## src/ifrt_pkg.sv

```systemverilog
`default_nettype none
// ----------------------------------------------------------------------------
// ifrt_pkg
// shared types, constants and helpers of the ipv6 fragment reassembly tracker
// ----------------------------------------------------------------------------
package ifrt_pkg;

  localparam int CONTEXTS   = 4;
  localparam int MAX_BLOCKS = 64;
  localparam int CTX_W      = (CONTEXTS > 1) ? $clog2(CONTEXTS) : 1;
  localparam int BLK_NUM_W  = 14;  // fragment offset plus block count
  localparam int SLOT_W     = 2;
  localparam int MASK_W     = 4;

  localparam logic [7:0] FRAG_HDR_RESET = 8'd8;
  localparam logic [7:0] TIMER_RESET    = 8'd15;

  typedef enum logic [2:0] {
    ST_WHOLE = 3'd0,
    ST_HELD  = 3'd1,
    ST_DONE  = 3'd2,
    ST_FULL  = 3'd3,
    ST_BAD   = 3'd4,
    ST_TICK  = 3'd5
  } status_t;

  typedef enum logic [0:0] {
    CFG_FRAG_HDR = 1'b0,
    CFG_TIMER    = 1'b1
  } cfg_idx_t;

  typedef enum logic [1:0] {
    S_IDLE,
    S_MATCH,
    S_EXEC
  } fsm_t;

  typedef struct packed {
    logic load;    // capture the input item
    logic match;   // register key match and length checks
    logic commit;  // update contexts and write the result
  } cmd_t;

  typedef struct packed {
    logic out_free;  // result register can take a new item
  } sts_t;

  // bits below n set, all ones once n reaches the table size
  function automatic logic [MAX_BLOCKS-1:0] low_mask(input logic [BLK_NUM_W-1:0] n);
    logic [MAX_BLOCKS-1:0] m;
    m = '0;
    for (int i = 0; i < MAX_BLOCKS; i++) begin
      m[i] = (BLK_NUM_W'(i) < n);
    end
    return m;
  endfunction

endpackage
`default_nettype wire

```

## src/ifrt_ctrl.sv

```systemverilog
`default_nettype none
// ----------------------------------------------------------------------------
// ifrt_ctrl
// sequencer: accept, match, execute, one item at a time
// ----------------------------------------------------------------------------
module ifrt_ctrl
  import ifrt_pkg::*;
(
  input  wire  clk,
  input  wire  rst,
  input  wire  in_valid,
  output logic in_stall,
  input  sts_t sts,
  output cmd_t cmd
);

  fsm_t state, state_next;

  always_ff @(posedge clk) begin
    if (rst) begin
      state <= S_IDLE;
    end else begin
      state <= state_next;
    end
  end

  always_comb begin
    state_next = state;
    cmd        = '0;
    in_stall   = 1'b1;
    case (state)
      S_IDLE: begin
        in_stall = 1'b0;
        if (in_valid) begin
          cmd.load   = 1'b1;
          state_next = S_MATCH;
        end
      end
      S_MATCH: begin
        cmd.match  = 1'b1;
        state_next = S_EXEC;
      end
      S_EXEC: begin
        // hold until the result register is free
        if (sts.out_free) begin
          cmd.commit = 1'b1;
          state_next = S_IDLE;
        end
      end
      default: state_next = S_IDLE;
    endcase
  end

endmodule
`default_nettype wire

```

## src/ifrt_dp.sv

```systemverilog
`default_nettype none
// ----------------------------------------------------------------------------
// ifrt_dp
// context table, key match, block map update and result register
// ----------------------------------------------------------------------------
module ifrt_dp
  import ifrt_pkg::*;
(
  input  wire         clk,
  input  wire         rst,
  input  cmd_t        cmd,
  output sts_t        sts,
  input  wire         wr_en,
  input  wire         wr_index,
  input  wire  [7:0]  wr_data,
  input  wire         func,
  input  wire  [63:0] src_hi,
  input  wire  [63:0] src_lo,
  input  wire  [63:0] dst_hi,
  input  wire  [63:0] dst_lo,
  input  wire  [31:0] ident,
  input  wire  [12:0] frag_offset,
  input  wire         more_frags,
  input  wire  [15:0] payload_length,
  input  wire  [15:0] ext_len,
  input  wire  [7:0]  hop_limit,
  output logic        out_valid,
  input  wire         out_stall,
  output logic [2:0]  status,
  output logic [SLOT_W-1:0] slot,
  output logic [15:0] data_length,
  output logic [15:0] reassembled_length,
  output logic [MASK_W-1:0] expired_mask,
  output logic        flushed_old
);

  // configuration
  logic [7:0] frag_header_len;
  logic [7:0] timer_lower_bound;

  always_ff @(posedge clk) begin
    if (rst) begin
      frag_header_len   <= FRAG_HDR_RESET;
      timer_lower_bound <= TIMER_RESET;
    end else if (wr_en) begin
      case (cfg_idx_t'(wr_index))
        CFG_FRAG_HDR: frag_header_len   <= wr_data;
        CFG_TIMER:    timer_lower_bound <= wr_data;
        default:      ;
      endcase
    end
  end

  // captured item
  logic        r_func;
  logic [63:0] r_src_hi, r_src_lo, r_dst_hi, r_dst_lo;
  logic [31:0] r_ident;
  logic [12:0] r_frag_offset;
  logic        r_more_frags;
  logic [15:0] r_payload_length;
  logic [15:0] r_ext_len;
  logic [7:0]  r_hop_limit;

  always_ff @(posedge clk) begin
    if (cmd.load) begin
      r_func           <= func;
      r_src_hi         <= src_hi;
      r_src_lo         <= src_lo;
      r_dst_hi         <= dst_hi;
      r_dst_lo         <= dst_lo;
      r_ident          <= ident;
      r_frag_offset    <= frag_offset;
      r_more_frags     <= more_frags;
      r_payload_length <= payload_length;
      r_ext_len        <= ext_len;
      r_hop_limit      <= hop_limit;
    end
  end

  // context table
  logic                  ctx_valid       [CONTEXTS];
  logic [63:0]           key_src_hi      [CONTEXTS];
  logic [63:0]           key_src_lo      [CONTEXTS];
  logic [63:0]           key_dst_hi      [CONTEXTS];
  logic [63:0]           key_dst_lo      [CONTEXTS];
  logic [31:0]           key_ident       [CONTEXTS];
  logic [MAX_BLOCKS-1:0] block_map       [CONTEXTS];
  logic [15:0]           total_len       [CONTEXTS];
  logic [7:0]            ctx_timer       [CONTEXTS];
  logic [7:0]            first_hop_limit [CONTEXTS];

  // match stage
  logic                 hit, free_ok;
  logic [CTX_W-1:0]     hit_idx, free_idx;
  logic [16:0]          hdr_sum;
  logic [15:0]          len;
  logic [16:0]          len_round;
  logic [BLK_NUM_W-1:0] blk_last;
  logic                 bad;

  always_comb begin
    hit      = 1'b0;
    hit_idx  = '0;
    free_ok  = 1'b0;
    free_idx = '0;
    // descending so the lowest index wins
    for (int i = CONTEXTS - 1; i >= 0; i--) begin
      if (ctx_valid[i] && key_src_hi[i] == r_src_hi && key_src_lo[i] == r_src_lo &&
          key_dst_hi[i] == r_dst_hi && key_dst_lo[i] == r_dst_lo &&
          key_ident[i] == r_ident) begin
        hit     = 1'b1;
        hit_idx = CTX_W'(i);
      end
      if (!ctx_valid[i]) begin
        free_ok  = 1'b1;
        free_idx = CTX_W'(i);
      end
    end
    hdr_sum   = {1'b0, r_ext_len} + 17'(frag_header_len);
    len       = r_payload_length - hdr_sum[15:0];
    len_round = {1'b0, len} + 17'd7;
    blk_last  = {1'b0, r_frag_offset} + len_round[16:3];
    bad       = ({1'b0, r_payload_length} < hdr_sum) ||
                (blk_last > BLK_NUM_W'(MAX_BLOCKS));
  end

  logic                 m_hit, m_free_ok, m_bad;
  logic [CTX_W-1:0]     m_hit_idx, m_free_idx;
  logic [15:0]          m_len;
  logic [BLK_NUM_W-1:0] m_last;

  always_ff @(posedge clk) begin
    if (cmd.match) begin
      m_hit      <= hit;
      m_hit_idx  <= hit_idx;
      m_free_ok  <= free_ok;
      m_free_idx <= free_idx;
      m_len      <= len;
      m_last     <= blk_last;
      m_bad      <= bad;
    end
  end

  // execute stage
  logic [CTX_W-1:0]      sel;
  logic                  alloc;
  logic [MAX_BLOCKS-1:0] base_map, new_map, need_mask;
  logic [15:0]           base_total, new_total;
  logic [7:0]            base_timer, new_timer, base_hop, new_hop;
  logic [16:0]           need_round;
  logic                  complete;
  logic [17:0]           rsum;
  logic                  whole;
  logic                  upd;
  logic                  valid_next [CONTEXTS];
  logic [7:0]            timer_next [CONTEXTS];
  logic [CONTEXTS-1:0]   tick_mask;
  status_t               res_status;
  logic [CTX_W-1:0]      res_slot;
  logic [15:0]           res_dlen, res_rlen;
  logic                  res_flushed;

  always_comb begin
    sel        = m_hit ? m_hit_idx : m_free_idx;
    alloc      = !m_hit;
    base_map   = alloc ? '0 : block_map[sel];
    base_total = alloc ? '0 : total_len[sel];
    base_timer = alloc ? timer_lower_bound : ctx_timer[sel];
    base_hop   = alloc ? '0 : first_hop_limit[sel];

    new_map    = base_map | (low_mask(m_last) & ~low_mask({1'b0, r_frag_offset}));
    new_total  = r_more_frags ? base_total : m_len + {r_frag_offset, 3'b000};
    new_hop    = (r_frag_offset == '0) ? r_hop_limit : base_hop;
    need_round = {1'b0, new_total} + 17'd7;
    need_mask  = low_mask(need_round[16:3]);
    complete   = (new_total != '0) && ((new_map & need_mask) == need_mask);
    new_timer  = ((new_total != '0) && (new_hop > base_timer)) ? new_hop : base_timer;
    rsum       = 18'(new_total) + 18'(r_ext_len) + 18'(frag_header_len);
    whole      = (r_frag_offset == '0) && !r_more_frags;

    upd         = 1'b0;
    tick_mask   = '0;
    res_status  = ST_HELD;
    res_slot    = '0;
    res_dlen    = '0;
    res_rlen    = '0;
    res_flushed = 1'b0;
    for (int i = 0; i < CONTEXTS; i++) begin
      valid_next[i] = ctx_valid[i];
      timer_next[i] = ctx_timer[i];
    end

    if (r_func) begin
      res_status = ST_TICK;
      for (int i = 0; i < CONTEXTS; i++) begin
        if (ctx_valid[i]) begin
          if (ctx_timer[i] <= 8'd1) begin
            valid_next[i] = 1'b0;
            tick_mask[i]  = 1'b1;
          end else begin
            timer_next[i] = ctx_timer[i] - 8'd1;
          end
        end
      end
    end else if (whole) begin
      res_status = ST_WHOLE;
      if (m_hit) begin
        valid_next[m_hit_idx] = 1'b0;
        res_slot              = m_hit_idx;
        res_flushed           = 1'b1;
      end
    end else if (m_bad) begin
      res_status = ST_BAD;
    end else if (!m_hit && !m_free_ok) begin
      res_status = ST_FULL;
    end else begin
      upd             = 1'b1;
      valid_next[sel] = !complete;
      timer_next[sel] = new_timer;
      res_slot        = sel;
      res_dlen        = new_total;
      if (complete) begin
        res_status = ST_DONE;
        res_rlen   = (rsum[17:16] != 2'b00) ? 16'hFFFF : rsum[15:0];
      end
    end
  end

  always_ff @(posedge clk) begin
    if (rst) begin
      for (int i = 0; i < CONTEXTS; i++) begin
        ctx_valid[i] <= 1'b0;
      end
    end else if (cmd.commit) begin
      for (int i = 0; i < CONTEXTS; i++) begin
        ctx_valid[i] <= valid_next[i];
      end
    end
  end

  always_ff @(posedge clk) begin
    if (cmd.commit) begin
      for (int i = 0; i < CONTEXTS; i++) begin
        ctx_timer[i] <= timer_next[i];
      end
      if (upd) begin
        block_map[sel]       <= new_map;
        total_len[sel]       <= new_total;
        first_hop_limit[sel] <= new_hop;
        if (alloc) begin
          key_src_hi[sel] <= r_src_hi;
          key_src_lo[sel] <= r_src_lo;
          key_dst_hi[sel] <= r_dst_hi;
          key_dst_lo[sel] <= r_dst_lo;
          key_ident[sel]  <= r_ident;
        end
      end
    end
  end

  // result register
  assign sts.out_free = !out_valid || !out_stall;

  always_ff @(posedge clk) begin
    if (rst) begin
      out_valid <= 1'b0;
    end else if (cmd.commit) begin
      out_valid <= 1'b1;
    end else if (!out_stall) begin
      out_valid <= 1'b0;
    end
  end

  always_ff @(posedge clk) begin
    if (cmd.commit) begin
      status             <= res_status;
      slot               <= SLOT_W'(res_slot);
      data_length        <= res_dlen;
      reassembled_length <= res_rlen;
      expired_mask       <= MASK_W'(tick_mask);
      flushed_old        <= res_flushed;
    end
  end

endmodule
`default_nettype wire

```

## src/ipv6_fragment_reassembly_tracker_unit.sv

```systemverilog
`default_nettype none
// ----------------------------------------------------------------------------
// ipv6_fragment_reassembly_tracker_unit
// an item passes through accept, key match and execute, then the result register
// a new item is accepted only once the three-state sequencer is back in idle;
// the execute step waits while an earlier result is still stalled at the output
// reset (rst, synchronous): all contexts invalid, header length 8, timer 15
// ----------------------------------------------------------------------------
module ipv6_fragment_reassembly_tracker_unit
  import ifrt_pkg::*;
(
  input  wire         clk,
  input  wire         rst,
  // configuration write port
  input  wire         wr_en,
  input  wire         wr_index,
  input  wire  [7:0]  wr_data,
  // input item
  input  wire         in_valid,
  output logic        in_stall,
  input  wire         func,
  input  wire  [63:0] src_hi,
  input  wire  [63:0] src_lo,
  input  wire  [63:0] dst_hi,
  input  wire  [63:0] dst_lo,
  input  wire  [31:0] ident,
  input  wire  [12:0] frag_offset,
  input  wire         more_frags,
  input  wire  [15:0] payload_length,
  input  wire  [15:0] ext_len,
  input  wire  [7:0]  hop_limit,
  // result item
  output logic        out_valid,
  input  wire         out_stall,
  output logic [2:0]  status,
  output logic [1:0]  slot,
  output logic [15:0] data_length,
  output logic [15:0] reassembled_length,
  output logic [3:0]  expired_mask,
  output logic        flushed_old
);

  // controller steps one item through match and execute; the datapath
  // holds the context table and a result register that decouples the output
  cmd_t cmd;
  sts_t sts;

  ifrt_ctrl u_ctrl (
    .clk      (clk),
    .rst      (rst),
    .in_valid (in_valid),
    .in_stall (in_stall),
    .sts      (sts),
    .cmd      (cmd)
  );

  // a tick ages every valid context at once; a fragment touches only its own slot
  ifrt_dp u_dp (
    .clk                (clk),
    .rst                (rst),
    .cmd                (cmd),
    .sts                (sts),
    .wr_en              (wr_en),
    .wr_index           (wr_index),
    .wr_data            (wr_data),
    .func               (func),
    .src_hi             (src_hi),
    .src_lo             (src_lo),
    .dst_hi             (dst_hi),
    .dst_lo             (dst_lo),
    .ident              (ident),
    .frag_offset        (frag_offset),
    .more_frags         (more_frags),
    .payload_length     (payload_length),
    .ext_len            (ext_len),
    .hop_limit          (hop_limit),
    .out_valid          (out_valid),
    .out_stall          (out_stall),
    .status             (status),
    .slot               (slot),
    .data_length        (data_length),
    .reassembled_length (reassembled_length),
    .expired_mask       (expired_mask),
    .flushed_old        (flushed_old)
  );

endmodule
`default_nettype wire
```

## config.mk

```make
export PLATFORM = sky130hd
export DESIGN_NAME = ipv6_fragment_reassembly_tracker_unit
export DESIGN_NICKNAME = d
export VERILOG_FILES = /design/src/ifrt_pkg.sv /design/src/ifrt_ctrl.sv /design/src/ifrt_dp.sv /design/src/ipv6_fragment_reassembly_tracker_unit.sv
export SDC_FILE = /design/constraint.sdc
export NUM_CORES = 2
export LEC_CHECK = 0
export ABC_AREA = 0
export BUFFER_PORTS_ARGS = -buffer_cell sky130_fd_sc_hd__buf_4
export CAP_MARGIN = 30
export CORE_ASPECT_RATIO = 0.5
export CORE_MARGIN = 3
export CORE_UTILIZATION = 55
export DETAILED_ROUTE_END_ITERATION = 6
export HOLD_SLACK_MARGIN = 0.08
export PLACE_DENSITY_LB_ADDON = 0.2
export SYNTH_ARGS = -nofsm -noshare
export SYNTH_HDL_FRONTEND = slang
export SYNTH_HIERARCHICAL = 1
export SYNTH_SLANG_ARGS = --single-unit
```

## constraint.sdc

```tcl
create_clock -name clk -period 67.8 [get_ports clk]
set_input_delay 3.39 -clock clk [delete_from_list [all_inputs] [get_ports clk]]
set_output_delay 3.39 -clock clk [all_outputs]
set_load 0.05 [all_outputs]
```

# == Word-level counts from Yosys, hierarchy flattened ==
# Memory sizes are Yosys's and may differ from the RTL's.
# Cells that the tools add are included.
# word_totals
in_bits,357
ram_bits,1540
register_bits,441
word_cells,448
output_inout_bits,44
memories,10
# op_classes
n_addsub,12
eq_ne,26
mux,95
magnitude_cmp,203
bitwise,15
reduce_logical,53
# memory_table
name,words,word_bits,read_ports,rd_ports_with_merged_regs,wr,line_no,source
u_dp.block_map,4,64,1,0,1,ifrt_dp.sv:87,logic [MAX_BLOCKS-1:0] block_map [CONTEXTS];
u_dp.key_dst_hi,4,64,4,0,1,ifrt_dp.sv:84,logic [63:0] key_dst_hi [CONTEXTS];
u_dp.key_dst_lo,4,64,4,0,1,ifrt_dp.sv:85,logic [63:0] key_dst_lo [CONTEXTS];
u_dp.key_src_hi,4,64,4,0,1,ifrt_dp.sv:82,logic [63:0] key_src_hi [CONTEXTS];
u_dp.key_src_lo,4,64,4,0,1,ifrt_dp.sv:83,logic [63:0] key_src_lo [CONTEXTS];
u_dp.key_ident,4,32,4,0,1,ifrt_dp.sv:86,logic [31:0] key_ident [CONTEXTS];
4 more memories,n/a,n/a,n/a,n/a,n/a,n/a,
# ops
op,count
$eq A64 B64 Y1,17
$lt A6 B14 Y1 const A,64
$lt A5 B14 Y1 const A,32
$lt A6 B13 Y1 const A,32
$lt A4 B14 Y1 const A,16
$lt A5 B13 Y1 const A,16
$and A64 B64 Y64,2
$eq A32 B32 Y1,4
$mux W32,4
$lt A3 B14 Y1 const A,8
$lt A4 B13 Y1 const A,8
$mux W8,13
$mux W64,1
$not A64 Y64,1
$or A64 B64 Y64,1
$lt A1 B14 Y1 const A,4
$lt A2 B14 Y1 const A,4
$lt A3 B13 Y1 const A,4
$mux W1,48
$mux W16,3
$add A16 B3 Y17 const B,2
$bwmux W32,1
$le A8 B1 Y1 const B,4
$sub A8 B1 Y8 const B,4
other kinds (42),111

# == Depth between registers and ports, before layout ==
# An unclocked memory read counts as a cell.
# depth
word_depth,16
depth_mapped,28
mapped_depth_nobuf,28

# == Cells and area by module ==
# The synthesis kept the hierarchy.
# modules_own_cells
mod,instances,seq_area_each_um2,area_per_inst_um2,cells_per_inst
ifrt_dp,1,59256.8,84537.3,5654
ifrt_ctrl,1,40.0,105.1,10

# == Worst setup path after synthesis ==
# Ideal clock, no wire load.
# synth_timing
path_kind,input to register
startpoint,input port out_stall
endpoint,"memory u_dp.key_dst_hi[2][0], enable pin"
setup_time_ns,1.737
required_ns,66.063
t_arrival_ns,34.191
slack_ns,31.872
cell_stages,4
path_buffers,0
path_cell_list,nand2_1 and3b_1 nand2_1 nor4b_1
# synth_lines
element,line_no,source
from (decl),ipv6_fragment_reassembly_tracker_unit.sv:34,"input wire out_stall,"
to (decl),ifrt_dp.sv:84,

==> impl_metrics.csv <==
group,metric,value,unit
yosys,async_reset_ff_share,0,%
finish,multi_input_area,23000,µm²
floorplanning,die_x,561,µm
timing,max_slew.worst_pin.slew,1.27,ns
critical_path,slowest_stage,"buf_4",
finish,seq_area,59300,µm²
timing,fin_ws,60.26,ns
worst_hold_path,hold_path_end,"u_dp/timer_lower_bound[0]$_SDFFE_PP1P_",
timing,max_freq,0.133,GHz
worst_hold_path,hold_path_depth,1,
routing,drt_wl_total,393000,µm
yosys,yosys_warnings,6,
critical_path,startpoint,"out_stall",
timing,setup_tns,0,ns
critical_path,critPathKind,"input port to flop",
timing,finalCritPeriodShare,11.1,%
global_routing,grt_pass1_wl,513000,µm
place,gp_congestion,1.17,
critical_path,cp_slowest_stage_delay,0.82,ns
floorplanning,rows,101,
critical_path,endpoint_kind,"flop",
power,p_seq_share,51.0,%
run_status,outcome,"finished, final reports clean",
floorplanning,start_util,55.6,%
floorplanning,core,152000,µm²
clocking,cts.sinks,1981,
timing,timing.final.hold_violations,0,
yosys,syn_inst,5664,
finish,final_area,97600,µm²
yosys,synthDistinctLibCells,104,
power,internal_power,2.01,mW
worst_hold_path,hold_class,"flop to flop",
clocking,htree_levels,4,
yosys,synth_edf_count,1962,
yosys,yosysTopAreaCellShare,69.6,%
place,post_dp_cell_area,91800,µm²
yosys,synth.most_common_cell,"edfxtp_1",
finish,num-fill-cells,10500,
routing,ant_nets,0,
yosys,yosysTopAreaCell,"edfxtp_1",
power,power_frac_clock,36.6,%
timing,period_needed,7.54,ns
critical_path,arrival,8.01,ns
timing,setup_viol,0,
timing,worst_clock_skew,0.0761,ns
power,comb_power_share,12.4,%
clocking,postCtsHoldBufs,0,
critical_path,reg2regPathDepth,23,
place,portBuffers,400,
worst_hold_path,worstHoldStart,"u_dp/timer_lower_bound[0]$_SDFFE_PP1P_",
yosys,synth_common_cells,"1962 x edfxtp_1, 485 x inv_1, 344 x xnor2_1, 327 x xor2_1, 236 x o22ai_1",
finish,final_layout_size_suffix_gt1_share,16.7,%
place,place_inst,8232,
timing,slew_headroom,15.1,%
routing,drc_errors,0,
yosys,netlist_area,84600,µm²
finish,final_cells,8599,
routing,vias,62700,
clocking,cts_tree,"yes",
power,cellLeakagePower,34.0,nW
critical_path,timing.critical_path.mode_cell,"buf_4",
yosys,ys_seq_elements,1981,
critical_path,r2r_end,"u_dp/reassembled_length[3]$_SDFFCE_PP0P_",
place,hpwlAfterDp,296000,µm
clocking,numCtsBuffers,179,
yosys,synth_top_cells_by_area,"edfxtp_1 70%, xnor2_1 3.6%, xor2_1 3.4%",
finish,nets,6830,
global_routing,grt_max_degree,154,
routing,drt_iter0_drc,12800,
power,vdd_ir_drop_max,0.0280,mV
yosys,synth_fp_nets,6123,
routing,drt-pass1-iter-count,7,
finish,syn2layout_area_growth,15.3,%
critical_path,required,68.27,ns
global_routing,antenna_found_initial,69,
routing,viasPerCell,7.29,
timing,finalMaxSlewViolations,0,
critical_path,worst-r2r-setup-slack,60.94,ns
job,cap_violations,0,
power,switching_share,27.1,%
power,total_power,2.76,mW
yosys,synth.avg_cell_area,14.9,µm²
critical_path,cp-start-kind,"input port",
routing,wl_per_cell,45.7,µm
floorplanning,die_h,283,µm
clocking,clk_path_buf_depth,4,
critical_path,cp_max_fo,64,
clocking,cts_root_buf,"clkbuf_16",
global_routing,grtUsageTotal,48.4,%
yosys,synth_ff_type,"edfxtp_1",
global_routing,grt_pass1_vias,57900,
clocking,clkTransAtPathRegs,0.07,ns
critical_path,r2r_start,"u_dp/m_hit_idx[0]$_SDFFCE_PP0P_",
clocking,insertion_delay,0.87,ns
global_routing,grt.overflow.total,0,
yosys,synth.yosys.seq_area_share,70.1,%
power,power.density,28.3,nW/µm²
place,dp_slack,59.64,ns
critical_path,worstPathCellList,"buf_4 > nand2_1 > and3b_2 > nand2_1 > nor4b_2 > buf_4 > buf_4 > buf_4 > buf_4",
floorplanning,ios,401,
power,switchingPower,749,µW
timing,rsz0062_at_grt,"no",
floorplanning,die-area,159000,µm²
clocking,cts_resized,0,
clocking,post_cts_buffers,0,
[worst max-delay path: cells and delay by family]
family | cells | cell delay, ns
simple gates | 4 | 1.11
buf+inv | 5 | 3.25
[how the worst max path moves through the flow]
| stage | endpoint | slack (ns) |
|---|---|---|
| 2_1_floorplan | u_dp/key_dst_hi[2][0]$_DFFE_PP_ | 31.87 |
| 3_3_place_gp | u_dp/key_dst_hi[2][50]$_DFFE_PP_ | 59.78 |
| 3_5_place_dp | u_dp/key_dst_hi[2][17]$_DFFE_PP_ | 59.64 |
| 4_1_cts | u_dp/key_dst_hi[2][56]$_DFFE_PP_ | 60.48 |
| 5_1_grt | u_dp/key_dst_hi[2][56]$_DFFE_PP_ | 60.22 |
| 6_report | u_dp/key_src_lo[2][59]$_DFFE_PP_ | 60.26 |
[per-stage QoR]
step	utilization, %	hold WS (ns)
floorplan	-	0.431
global placement	60.2	0.446
detailed placement	60.3	0.452
CTS	63.9	0.468
global route	64.0	0.498
finish	64.1	0.470
[registers in the layout, indices dropped and copies added (netlist names), 14 cells and up]
name and count:
u_dp/total_len 64, u_dp/m_last 14, u_dp/key_dst_hi 256, u_dp/key_src_hi 256
u_dp/key_dst_lo 256, u_dp/r_ext_len 16, u_dp/r_src_hi 64, u_dp/r_dst_lo 64
u_dp/first_hop_limit 32, u_dp/reassembled_length 16, u_dp/r_src_lo 64, u_dp/key_src_lo 256
u_dp/key_ident 128, u_dp/block_map 256, u_dp/r_dst_hi 64, u_dp/m_len 16
u_dp/ctx_timer 32, u_dp/r_ident 32, u_dp/r_payload_length 16, u_dp/data_length 16
[cell usage in the layout, fill, tap and decap left out, types with 111 or more instances in the layout]
cell type  Yosys  routed
nand4_1      152     152
inv_1        485     485
o22ai_1      236     236
edfxtp_1    1962    1962
buf_4          4     676
nor2_1       158     154
a21oi_1      113     113
xor2_1       327     327
a221oi_1     130     130
o21ai_0      112     111
nand2_1      217     217
clkbuf_16      0     179
nor4_1       153     137
xnor2_1      344     343
[routing by layer]
layer,wire [µm],GRT usage [%],up-vias
met3,71500,26.5,1284
met5,235,0.863,-
met2,160000,66.7,6542
met1,135000,61.2,31300
li1,-,-,23500
met4,26500,25.1,36
[power by group through the flow]
stage / clock network [mW] / registers (mW) / logic, mW
3_5_place_dp: 0 / 1.43 / 0.318
3_3_place_gp: 0 / 1.43 / 0.311
6_report: 1.01 / 1.41 / 0.342
5_1_grt: 1.05 / 1.41 / 0.347
2_1_floorplan: 0 / 1.43 / 0.163
4_1_cts: 1.01 / 1.41 / 0.320
[kinds of logic after synthesis]
| kind of cell | count (synthesis) | share of synthesized area [%] |
|---|---|---|
| buffers and inverters | 658 | 3.00 |
| multiplexers | 87 | 1.98 |
| flip-flops | 1981 | 70.1 |
| AO/OA/AOI/OAI | 1144 | 9.98 |
| XOR/XNOR | 671 | 6.94 |
| AND/OR/NAND/NOR | 1019 | 6.40 |
| adder cells (fa/ha/maj) | 104 | 1.65 |
[area by class of cell]
class / instances / share of cell area, %
antenna: 35 / 0.0898
clock buffer: 216 / 4.73
clock inverter: 98 / 0.902
inverter: 490 / 1.89
multi-input combinational: 3025 / 23.6
sequential: 1981 / 60.8
tap: 2060 / 2.64
timing repair buffer: 694 / 5.41
Power figures use the tool's default switching activity.
